$ cat src/rtl/i2ctsr_pkg.sv
// Package for the I2C temperature sensor reader: payload structs,
// phase numbers of the read transaction and reset constants.
// No dependencies.
package i2ctsr_pkg;

	localparam int PhaseW = 6;

	typedef logic [PhaseW-1:0] phase_t;

	localparam phase_t PhIdle      = phase_t'(0);
	localparam phase_t PhStart     = phase_t'(1);
	localparam phase_t PhStartLow  = phase_t'(2);
	localparam phase_t PhAddrLast  = phase_t'(18);
	localparam phase_t PhAckLowA   = phase_t'(19);
	localparam phase_t PhAckHighA  = phase_t'(20);
	localparam phase_t PhHighLast  = phase_t'(36);
	localparam phase_t PhAckLow    = phase_t'(37);
	localparam phase_t PhAckHigh   = phase_t'(38);
	localparam phase_t PhLowLast   = phase_t'(54);
	localparam phase_t PhNackLow   = phase_t'(55);
	localparam phase_t PhNackHigh  = phase_t'(56);
	localparam phase_t PhStopLow   = phase_t'(57);
	localparam phase_t PhStopHigh  = phase_t'(58);
	localparam phase_t PhDone      = phase_t'(59);

	localparam logic [7:0] ReadAddressReset = 8'h91;
	localparam logic [7:0] TempOffset       = 8'h80;

	typedef struct packed {
		logic start_request;
		logic sda_in;
	} in_t;

	typedef struct packed {
		logic       scl_level;
		logic       sda_level;
		logic       sda_drive;
		logic       busy_res;
		logic       done_res;
		logic       address_acked;
		logic [7:0] raw_high_byte;
		logic [7:0] raw_low_byte;
		logic [7:0] temperature;
	} out_t;

endpackage

$ cat src/rtl/i2ctsr_core.sv
// Transaction sequencer of the I2C temperature sensor reader: phase
// counter, shift register and byte registers, one bus phase per transfer.
// Depends on i2ctsr_pkg.
module i2ctsr_core (
	input  logic              clk,
	input  logic              arst_n,
	input  logic              accept,
	input  i2ctsr_pkg::in_t   in_data,
	input  logic [7:0]        read_address,
	output i2ctsr_pkg::out_t  res
);

	i2ctsr_pkg::phase_t phase_q, p, phase_d;
	logic [2:0] bit_count_q, bit_count_d, bit_inc;
	logic [7:0] shift_q, shift_d, shift_in;
	logic [7:0] high_q, high_d, low_q, low_d;
	logic       ack_q, ack_d;
	logic       scl, sda, drv, busy, done;

	assign bit_inc  = bit_count_q + 3'd1;
	assign shift_in = {shift_q[6:0], in_data.sda_in};

	always_comb begin
		if (phase_q == i2ctsr_pkg::PhIdle) begin
			p = in_data.start_request ? i2ctsr_pkg::PhStart : i2ctsr_pkg::PhIdle;
		end else begin
			p = phase_q + i2ctsr_pkg::phase_t'(1);
		end
		bit_count_d = bit_count_q;
		shift_d     = shift_q;
		high_d      = high_q;
		low_d       = low_q;
		ack_d       = ack_q;
		scl         = 1'b1;
		sda         = 1'b1;
		drv         = 1'b1;
		busy        = (p != i2ctsr_pkg::PhIdle);
		done        = 1'b0;
		priority if (p == i2ctsr_pkg::PhIdle) begin
			scl = 1'b1;
		end else if (p == i2ctsr_pkg::PhStart) begin
			bit_count_d = 3'd0;
			shift_d     = 8'd0;
			ack_d       = 1'b0;
			sda         = 1'b0;
		end else if (p == i2ctsr_pkg::PhStartLow) begin
			scl = 1'b0;
			sda = 1'b0;
		end else if (p <= i2ctsr_pkg::PhAddrLast) begin
			sda = read_address[~bit_count_q];
			scl = ~p[0];
			if (!p[0]) begin
				bit_count_d = bit_inc;
			end
		end else if (p == i2ctsr_pkg::PhAckLowA) begin
			scl = 1'b0;
			drv = 1'b0;
		end else if (p == i2ctsr_pkg::PhAckHighA) begin
			drv   = 1'b0;
			ack_d = ~in_data.sda_in;
		end else if (p <= i2ctsr_pkg::PhHighLast) begin
			drv = 1'b0;
			scl = ~p[0];
			if (!p[0]) begin
				shift_d     = shift_in;
				bit_count_d = bit_inc;
				if (bit_inc == 3'd0) begin
					high_d = shift_in;
				end
			end
		end else if (p == i2ctsr_pkg::PhAckLow) begin
			scl = 1'b0;
			sda = 1'b0;
		end else if (p == i2ctsr_pkg::PhAckHigh) begin
			sda = 1'b0;
		end else if (p <= i2ctsr_pkg::PhLowLast) begin
			drv = 1'b0;
			scl = ~p[0];
			if (!p[0]) begin
				shift_d     = shift_in;
				bit_count_d = bit_inc;
				if (bit_inc == 3'd0) begin
					low_d = shift_in;
				end
			end
		end else if (p == i2ctsr_pkg::PhNackLow) begin
			scl = 1'b0;
		end else if (p == i2ctsr_pkg::PhNackHigh) begin
			scl = 1'b1;
		end else if (p == i2ctsr_pkg::PhStopLow) begin
			scl = 1'b0;
			sda = 1'b0;
		end else if (p == i2ctsr_pkg::PhStopHigh) begin
			sda = 1'b0;
		end else begin
			done = 1'b1;
		end
		phase_d = (p == i2ctsr_pkg::PhDone) ? i2ctsr_pkg::PhIdle : p;
	end

	always_ff @(posedge clk or negedge arst_n) begin
		if (!arst_n) begin
			phase_q     <= i2ctsr_pkg::PhIdle;
			bit_count_q <= 3'd0;
			shift_q     <= 8'd0;
			high_q      <= 8'd0;
			low_q       <= 8'd0;
			ack_q       <= 1'b0;
		end else if (accept) begin
			phase_q     <= phase_d;
			bit_count_q <= bit_count_d;
			shift_q     <= shift_d;
			high_q      <= high_d;
			low_q       <= low_d;
			ack_q       <= ack_d;
		end
	end

	always_comb begin
		res.scl_level     = scl;
		res.sda_level     = sda;
		res.sda_drive     = drv;
		res.busy_res      = busy;
		res.done_res      = done;
		res.address_acked = ack_d;
		res.raw_high_byte = high_d;
		res.raw_low_byte  = low_d;
		res.temperature   = high_d[7] ? (~high_d + i2ctsr_pkg::TempOffset) : high_d;
	end

endmodule

$ cat src/rtl/i2c_temp_sensor_reader.sv
// Top level of the I2C temperature sensor reader: address register,
// output register and skid stage around the sequencer.
// Depends on i2ctsr_pkg and i2ctsr_core.
//
// Use: every transfer on the input channel is one bus phase tick from an
// outside prescaler; start_request on an idle tick begins a 59-tick read
// (start, address byte, ACK slot, two data bytes, stop). Each input
// transfer yields exactly one output transfer carrying the line levels to
// drive for that tick, busy/done flags, the address ACK and the bytes.
// Each tick's result goes into the output register, or into the skid stage
// while the output stalls; throughput is one transfer per cycle while
// in_stall is low. The output register and a one-entry skid stage let one
// more input be taken while a result waits; in_stall rises only when both
// hold results. Reset empties both, puts the sequencer idle, clears the
// bytes and loads read_address with 0x91. cfg_we writes read_address.
module i2c_temp_sensor_reader (
	input  logic              clk,
	input  logic              arst_n,
	input  logic              in_valid,
	output logic              in_stall,
	input  i2ctsr_pkg::in_t   in_data,
	output logic              out_valid,
	input  logic              out_stall,
	output i2ctsr_pkg::out_t  out_data,
	input  logic              cfg_we,
	input  logic [7:0]        cfg_wdata
);

	logic              accept, out_free;
	logic [7:0]        read_address_q;
	logic              out_valid_q, skid_valid_q;
	i2ctsr_pkg::out_t  out_q, skid_q, res;

	assign in_stall  = skid_valid_q;
	assign accept    = in_valid && !skid_valid_q;
	assign out_free  = !out_valid_q || !out_stall;
	assign out_valid = out_valid_q;
	assign out_data  = out_q;

	i2ctsr_core u_core (
		.clk          (clk),
		.arst_n       (arst_n),
		.accept       (accept),
		.in_data      (in_data),
		.read_address (read_address_q),
		.res          (res)
	);

	always_ff @(posedge clk or negedge arst_n) begin
		if (!arst_n) begin
			read_address_q <= i2ctsr_pkg::ReadAddressReset;
		end else if (cfg_we) begin
			read_address_q <= cfg_wdata;
		end
	end

	always_ff @(posedge clk or negedge arst_n) begin
		if (!arst_n) begin
			out_valid_q  <= 1'b0;
			skid_valid_q <= 1'b0;
		end else if (out_free) begin
			out_valid_q  <= skid_valid_q || accept;
			skid_valid_q <= 1'b0;
		end else if (accept) begin
			skid_valid_q <= 1'b1;
		end
	end

	always_ff @(posedge clk) begin
		if (out_free) begin
			out_q <= skid_valid_q ? skid_q : res;
		end else if (accept) begin
			skid_q <= res;
		end
	end

endmodule

$ cat config.mk
export PLATFORM = sky130hd
export DESIGN_NAME = i2c_temp_sensor_reader
export DESIGN_NICKNAME = d
export VERILOG_FILES = /design/src/rtl/i2ctsr_pkg.sv /design/src/rtl/i2ctsr_core.sv /design/src/rtl/i2c_temp_sensor_reader.sv
export SDC_FILE = /design/constraint.sdc
export NUM_CORES = 1
export LEC_CHECK = 0
export ABC_AREA = 1
export BUFFER_PORTS_ARGS = -buffer_cell sky130_fd_sc_hd__buf_2
export CORE_MARGIN = 2
export CORE_UTILIZATION = 54
export CTS_CLUSTER_DIAMETER = 150
export DETAILED_ROUTE_END_ITERATION = 10
export PLACE_DENSITY = 0.76
export SETUP_SLACK_MARGIN = 0.3
export SLEW_MARGIN = 20
export SYNTH_ARGS = -nofsm -noshare
export SYNTH_HDL_FRONTEND = slang
export SYNTH_SLANG_ARGS = --single-unit
$ cat constraint.sdc
create_clock -name clk -period 2.7 [get_ports clk]
set_clock_uncertainty 0.1 [all_clocks]
set_input_delay 0.54 -clock clk [delete_from_list [all_inputs] [get_ports clk]]
set_output_delay 0.54 -clock clk [all_outputs]
set_load 0.1 [all_outputs]
==> results of run 1 <==
-- per-stage QoR --
step	total power, uW	util [%]
after floorplan	4070	-
after global placement	4550	60.0
after detailed placement	4570	60.0
after CTS	6060	66.8
after global routing	6630	69.3
final	6270	69.3
-- state kept, by name, summed over array words and instances (netlist names) --
name and count:
skid_q 29, u_core.high_q 8, u_core.bit_count_q 3, u_core.shift_q 7, u_core.phase_q 6, out_data 29, u_core.ack_q 1, in_stall 1
u_core.low_q 8, read_address_q 8, out_valid 1
-- worst reg2reg max path, delay by kind of cell, from the launching register on --
| kind | cells | cell delay [ns] |
|---|---|---|
| fa+ha+maj | 1 | 0.19 |
| flops | 1 | 0.46 |
| buf+inv | 2 | 0.17 |
| compound gates | 1 | 0.20 |
| simple gates | 11 | 1.20 |
-- what timing repair did --
item	in CTS	in global routing
gates resized for setup	44	46
pin swaps	22	13
setup endpoints to repair	47	69
cloned	4	0
hold endpoints to repair	11	0
hold buffers	1	0
setup buffers	22	7
-- synthesized netlist by cell type, drive strengths merged --
cell	n
a31oi	2
or3	1
nand2	199
o21bai	1
nor2	43
nand3b	1
a221oi	1
nor3b	1
dfstp	3
clkbuf	11
o211ai	2
nor3	2
a21oi	13
o21a	2
buf	7
inv	52
or3b	1
edfxtp	58
ha	4
and2	7
nand3	32
o21ai	49
or2	1
mux2	4
nand4	9
dfrtp	40
nand2b	1
-- report_power, final --
group | internal [uW] | leakage [uW] | switching (uW)
combinational | 1010 | 0.00161 | 2120
sequential | 1940 | 0.00113 | 191
clock | 442 | 0.000102 | 569
-- area by class of cell --
cell class,count,area [sq um]
flip-flops and latches,101,2830
clock buffers,9,124
multi-input cells,378,2320
repair buffers,92,669
fillers,727,2830
inverters,52,208
clock inverters,7,80.1
well taps,111,139
-- routing by layer --
| metal | GRT usage [%] | share of wire [%] |
|---|---|---|
| met4 | 6.34 | 2.3 |
| met5 | 0 | 0 |
| met1 | 31.6 | 43 |
| met2 | 40.2 | 50 |
| met3 | 4.28 | 4.9 |
-- logic make-up (layout without fill, tap and decap cells) --
logic type | count (synthesis) | after routing | share of synthesized area (%)
muxes | 4 | 4 | 0.882
DFF | 101 | 101 | 55.2
adders and majority gates | 4 | 4 | 0.980
AOI/OAI and AO/OA | 70 | 71 | 9.72
buffers and inverters | 70 | 160 | 5.76
and+or+nand+nor | 298 | 299 | 27.4
-- final timing paths --
| path | to | cells after the start |
|---|---|---|
| min in group asynchronous | u_core.high_q[4] | 2 |
| hold / removal | read_address_q[7] | 3 |
| hold reg to reg | u_core.low_q[7] | 2 |
| setup reg to reg | skid_q[0] | 15 |
| setup / recovery | skid_q[0] | 15 |
| max in group asynchronous | out_valid | 3 |
==> reports/qor.yml, run 1 <==
ant_nets: 0
critPathCaptureType: "flip-flop"
grt_first_pass_wirelength_mm: 18.9
cts_sinks: 101
fin_tns_setup_ns: 0
areaGrowthSynthToFinish_pct: 24.7
crit_path_start_kind: "flip-flop"
relSlewSlack_pct: 60.1
ctsRootBufferMaster: "clkbuf_8"
ys_ff_latch: 101
synth_area_leader_cell: "edfxtp_1"
row_count: 35
power_leakage_uw: 0.00284
yosysSeqAreaShare_pct: 55.2
fp.coreArea_sq_um: 9200
cts_tree: "yes"
routabilityCongestion: 0.870
wl_mm: 11.7
place_ws_ns: 0.0549
port_buffers: 46
setup_slack_ns: 0.153
synth_area_leaders: "edfxtp_1, dfrtp_1, nand2_1"
drv_slew: 0
cts_buffer_depth: 2
numCtsBuffers: 9
grt_pass1_vias: 3832
peakVddDrop_mv: 0.838
power_density_nw_per_um2: 985
critPathArrivalTime_ns: 2.58
period_share_pct: 94.3
hold_viol: 0
fp.dieH_microns: 101
die_area_sq_um: 10300
hold_slack_ns: 0.269
fin_nets: 653
status: "complete, no violations"
max_freq_mhz: 393
required_ns: 2.73
dp_hpwl_mm: 7.47
insertion_delay_ns: 0.37
overflow: 0
crit_top_cell: "nor2_4"
final_cell_mix: "nand2_1, edfxtp_1, buf_2"
cts_max_level: 3
crit_start: "u_core.phase_q[1]"
dieWidth_microns: 101
syn_area_sq_um: 5110
synth_fp_nets: 566
fin_crit_ns: 2.55
yosysWarningCount: 0
worstMarginPinSlew_ns: 0.597
grt_max_degree: 37
dp.cells: 700
grt_usage_pct: 23.7
cp.buffers_inverters: 2
synthDominantCellAreaShare_pct: 34.1
cp_slowest_cell: "dfrtp_2"
final_layout_size_suffix_gt1_share_pct: 35.8
via_per_inst: 5.35
layout_commonest_cell: "nand2_1"
min_path_type: "input port to flip-flop"
worstPathMaxFanout: 7
rsz0062_at_grt: "true"
wire_per_inst_microns: 15.5
critPathMaxStageDelay_ns: 0.46
drt_iter0_drc: 179
r2r-start: "u_core.phase_q[1]"
crit_type: "flip-flop to flip-flop"
setup_viol_count_final: 0
min_from: "cfg_wdata[7]"
yosysUniqueCellTypes: 44
clkSlewWorstSetupHoldPaths_ns: 0.11
placedInstanceArea_sq_um: 5520
netlist_instances: 547
dr.pass1.iters: 6
initial_utilization_pct: 55.6
fin_cells: 750
syn_area_per_cell_sq_um: 9.34
drc: 0
diodes: 0
dr_total_vias: 4012
antenna_found_initial: 0
path_cells: "ha_4 > nand2_4 > inv_4 > nor2_4 > nand2_4 > nor2_4 > nand3_2 > nor2_4 > nor2_4 > nand3_4 > nor2_4 > buf_6 > a21oi_4 > nand2_1 > and2_1"
io_pins: 47
maxCapViolations: 0
cpLargestDelayFamily: "simple AND/OR/NAND/NOR gates"
rrSetupSlack_ns: 0.15
stdcell_area_sq_um: 6370
No activity file was read; power rests on OpenSTA's default activity.
==> run 2: changes to the inputs <==
--- a/config.mk
+++ b/config.mk
@@ -6,12 +6,12 @@
 export NUM_CORES = 1
 export LEC_CHECK = 0
 export ABC_AREA = 1
-export BUFFER_PORTS_ARGS = -buffer_cell sky130_fd_sc_hd__buf_2
+export BUFFER_PORTS_ARGS = -buffer_cell sky130_fd_sc_hd__buf_4
 export CORE_MARGIN = 2
 export CORE_UTILIZATION = 54
 export CTS_CLUSTER_DIAMETER = 150
 export DETAILED_ROUTE_END_ITERATION = 10
-export PLACE_DENSITY = 0.76
+export PLACE_DENSITY_LB_ADDON = 0.08
 export SETUP_SLACK_MARGIN = 0.3
 export SLEW_MARGIN = 20
 export SYNTH_ARGS = -nofsm -noshare
==> reports/qor.yml, run 2 (synthesis results as in run 1) <==
status: "complete, no violations"
crit_path_start_kind: "flip-flop"
worstPathMaxFanout: 5  # -2
drc: 0  # unchanged
p_clk_share_pct: 14.1  # -2.0 points
worstSetupEndpoint: "skid_q[4]"
routabilityCongestion: 0.870  # about the same
final_layout_size_suffix_gt1_share_pct: 38.0  # +2.2 points
overflow: 0  # unchanged
cpLargestDelayFamily: "simple AND/OR/NAND/NOR gates"
p_comb_share_pct: 52.0  # +2.1 points
via_per_inst: 5.34  # -0.18%
path_depth: 13  # -2
cts_tree: "yes"
initial_utilization_pct: 55.6  # unchanged
crit_start: "u_core.phase_q[1]"
period_share_pct: 93.3  # -1.0 points
cts_sinks: 101  # unchanged
diodes: 0  # unchanged
maxCapViolations: 0  # unchanged
min_path_type: "input port to asynchronous set/reset pin"
wl_mm: 11.5  # -1.5%
drt_iter0_drc: 179  # unchanged
final_cell_mix: "nand2_1, buf_4, edfxtp_1"
dr_total_vias: 3994  # -0.45%
io_pins: 47  # unchanged
crit_top_cell: "nand2_2"
ctsRootBufferMaster: "clkbuf_8"
fp.coreArea_sq_um: 9200  # unchanged
fin_tns_setup_ns: 0  # unchanged
wl_met1_mm: 5.22  # +3.3%
wire_per_inst_microns: 15.4  # -1.2%
antenna_found_initial: 0  # unchanged
clkSlewWorstSetupHoldPaths_ns: 0.10  # about the same
critPathMaxStageDelay_ns: 0.47  # about the same
die_area_sq_um: 10300  # unchanged
dr.pass1.iters: 4  # -2
grt_max_degree: 44  # +19%
cp.buffers_inverters: 2  # unchanged
port_buffers: 46  # unchanged
power_leakage_uw: 0.00281  # -0.94%
fin_nets: 651  # -0.31%
reg2regPathDepth: 13  # -2
p_seq_share_pct: 33.9  # about the same
areaGrowthSynthToFinish_pct: 25.9
required_ns: 2.73  # about the same
routed-wl-met2_mm: 5.75  # -0.48%
setup_viol_count_final: 0  # unchanged
cp_slowest_cell: "dfrtp_2"
relSlewSlack_pct: 60.6  # +0.52 points
numCtsBuffers: 9  # unchanged
layout_commonest_cell: "nand2_1"
hold_viol: 0  # unchanged
row_count: 35  # unchanged
drv_slew: 0  # unchanged
worstMarginPinSlew_ns: 0.591  # -0.00631 ns
power_density_nw_per_um2: 973  # -1.1%
fin_crit_ns: 2.52  # -0.0280 ns
nFillCells: 721  # -0.83%
rsz0062_at_grt: "true"
dp_hpwl_mm: 7.49  # +0.31%
crit_type: "flip-flop to flip-flop"
grt_first_pass_wirelength_mm: 19.0  # +0.73%
critPathArrivalTime_ns: 2.55  # -0.03 ns
r2r-start: "u_core.phase_q[1]"
final_util_pct: 69.9  # +0.65 points
rrSetupSlack_ns: 0.18  # +0.03 ns
rr_endpoint: "skid_q[4]"
max_freq_mhz: 397  # +1.1%
p_int_uw: 3370  # -0.55%
swShare_pct: 46.1  # +0.19 points
dieWidth_microns: 101  # unchanged
p_sw_uw: 2890  # +0.20%
maxUsedRoutingLayer: "met4"
ant_nets: 0  # unchanged
cts_buffer_depth: 2  # unchanged
path_cells: "inv_2 > ha_4 > nand3_4 > nand2_1 > nand2_4 > nor2_2 > nand3_1 > nand2_2 > nand4_4 > buf_6 > a21oi_4 > nand2_2 > and2_4"
fp.dieH_microns: 101  # unchanged
dr_wl_met3_microns: 366  # -36%
insertion_delay_ns: 0.36  # about the same
peakVddDrop_mv: 0.811  # -3.2%
cts_hold_buf: 0  # -1
critPathCaptureType: "flip-flop"
cts_max_level: 3  # unchanged
grt_pass1_vias: 3852  # +0.52%
grt_usage_pct: 23.8  # +0.15 points
## run 2: cell types whose count changed in the layout (fill, tap and decap cells not counted), moves of 3 or more
cell,change
and2_1,-5
and2_4,+5
buf_2,-46
buf_4,+46
nand2_1,-10
nand2_2,+14
nand2_4,-3
o21ai_0,-5
o21ai_1,+4
o21ai_2,+3
## run 2: per-layer routing
metal  global-route usage [%]  up-vias
met4                     7.28        0
met1                     32.5     1934
li1                         -     1967
met5                        0        -
met2                     40.1       79
met3                     3.17       14
## run 2: worst reg2reg max path, cell delays in order (launching register included)
cell and delay, ns:
dfrtp_2 0.47, inv_2 0.10, ha_4 0.16, nand3_4 0.10, nand2_1 0.11, nand2_4 0.09
nor2_2 0.10, nand3_1 0.09, nand2_2 0.14, nand4_4 0.19, buf_6 0.18, a21oi_4 0.22
nand2_2 0.09, and2_4 0.14
## run 2: metrics by stage
stage / std cells / cell area, sq um / power (uW) / worst slack (ns) / hold WS [ns]
2_1_floorplan: 547 / 5130 / 4070 / 0.327 / 0.144
3_3_place_gp: 701 / 5640 / 4660 / 0.0922 / 0.362
3_5_place_dp: 701 / 5640 / 4700 / 0.0110 / 0.367
4_1_cts: 745 / 6270 / 6110 / 0.179 / 0.0846
5_1_grt: 748 / 6430 / 6630 / 0.0508 / 0.104
6_report: 748 / 6430 / 6260 / 0.181 / 0.0785
## run 2: cell type report
class	instances	area (sq um)	area share [%]
clock buffer	10	128	1.98
clock inverter	6	47.5	0.739
inverter	52	208	3.23
multi-input combinational	380	2370	36.9
sequential	101	2830	44.0
tap	111	139	2.16
timing repair buffer	88	707	11.0
## run 2: worst min-delay path by stage
stage / from / endpoint / slack [ns] / depth (start not counted)
after global placement: u_core.low_q[5] / u_core.low_q[5] / 0.36 / 2
final: arst_n / read_address_q[3] / 0.08 / 1
after CTS: arst_n / read_address_q[6] / 0.08 / 1
after global routing: arst_n / read_address_q[3] / 0.10 / 1
after detailed placement: u_core.low_q[2] / u_core.low_q[2] / 0.37 / 2
after floorplan: arst_n / in_stall / 0.14 / 0
## run 2: power groups by stage
stage,clock (uW),combinational (uW),sequential [uW]
5_1_grt,953,3520,2160
3_5_place_dp,0,2570,2120
2_1_floorplan,0,1410,2660
6_report,880,3260,2120
3_3_place_gp,0,2550,2110
4_1_cts,894,3110,2100
## run 2: what timing repair did
action	4_1_cts	5_1_grt
setup buffers	23	3
cloned	5	0
endpoints found under the setup margin	65	70
pin swaps	36	37
gates resized for setup	66	43
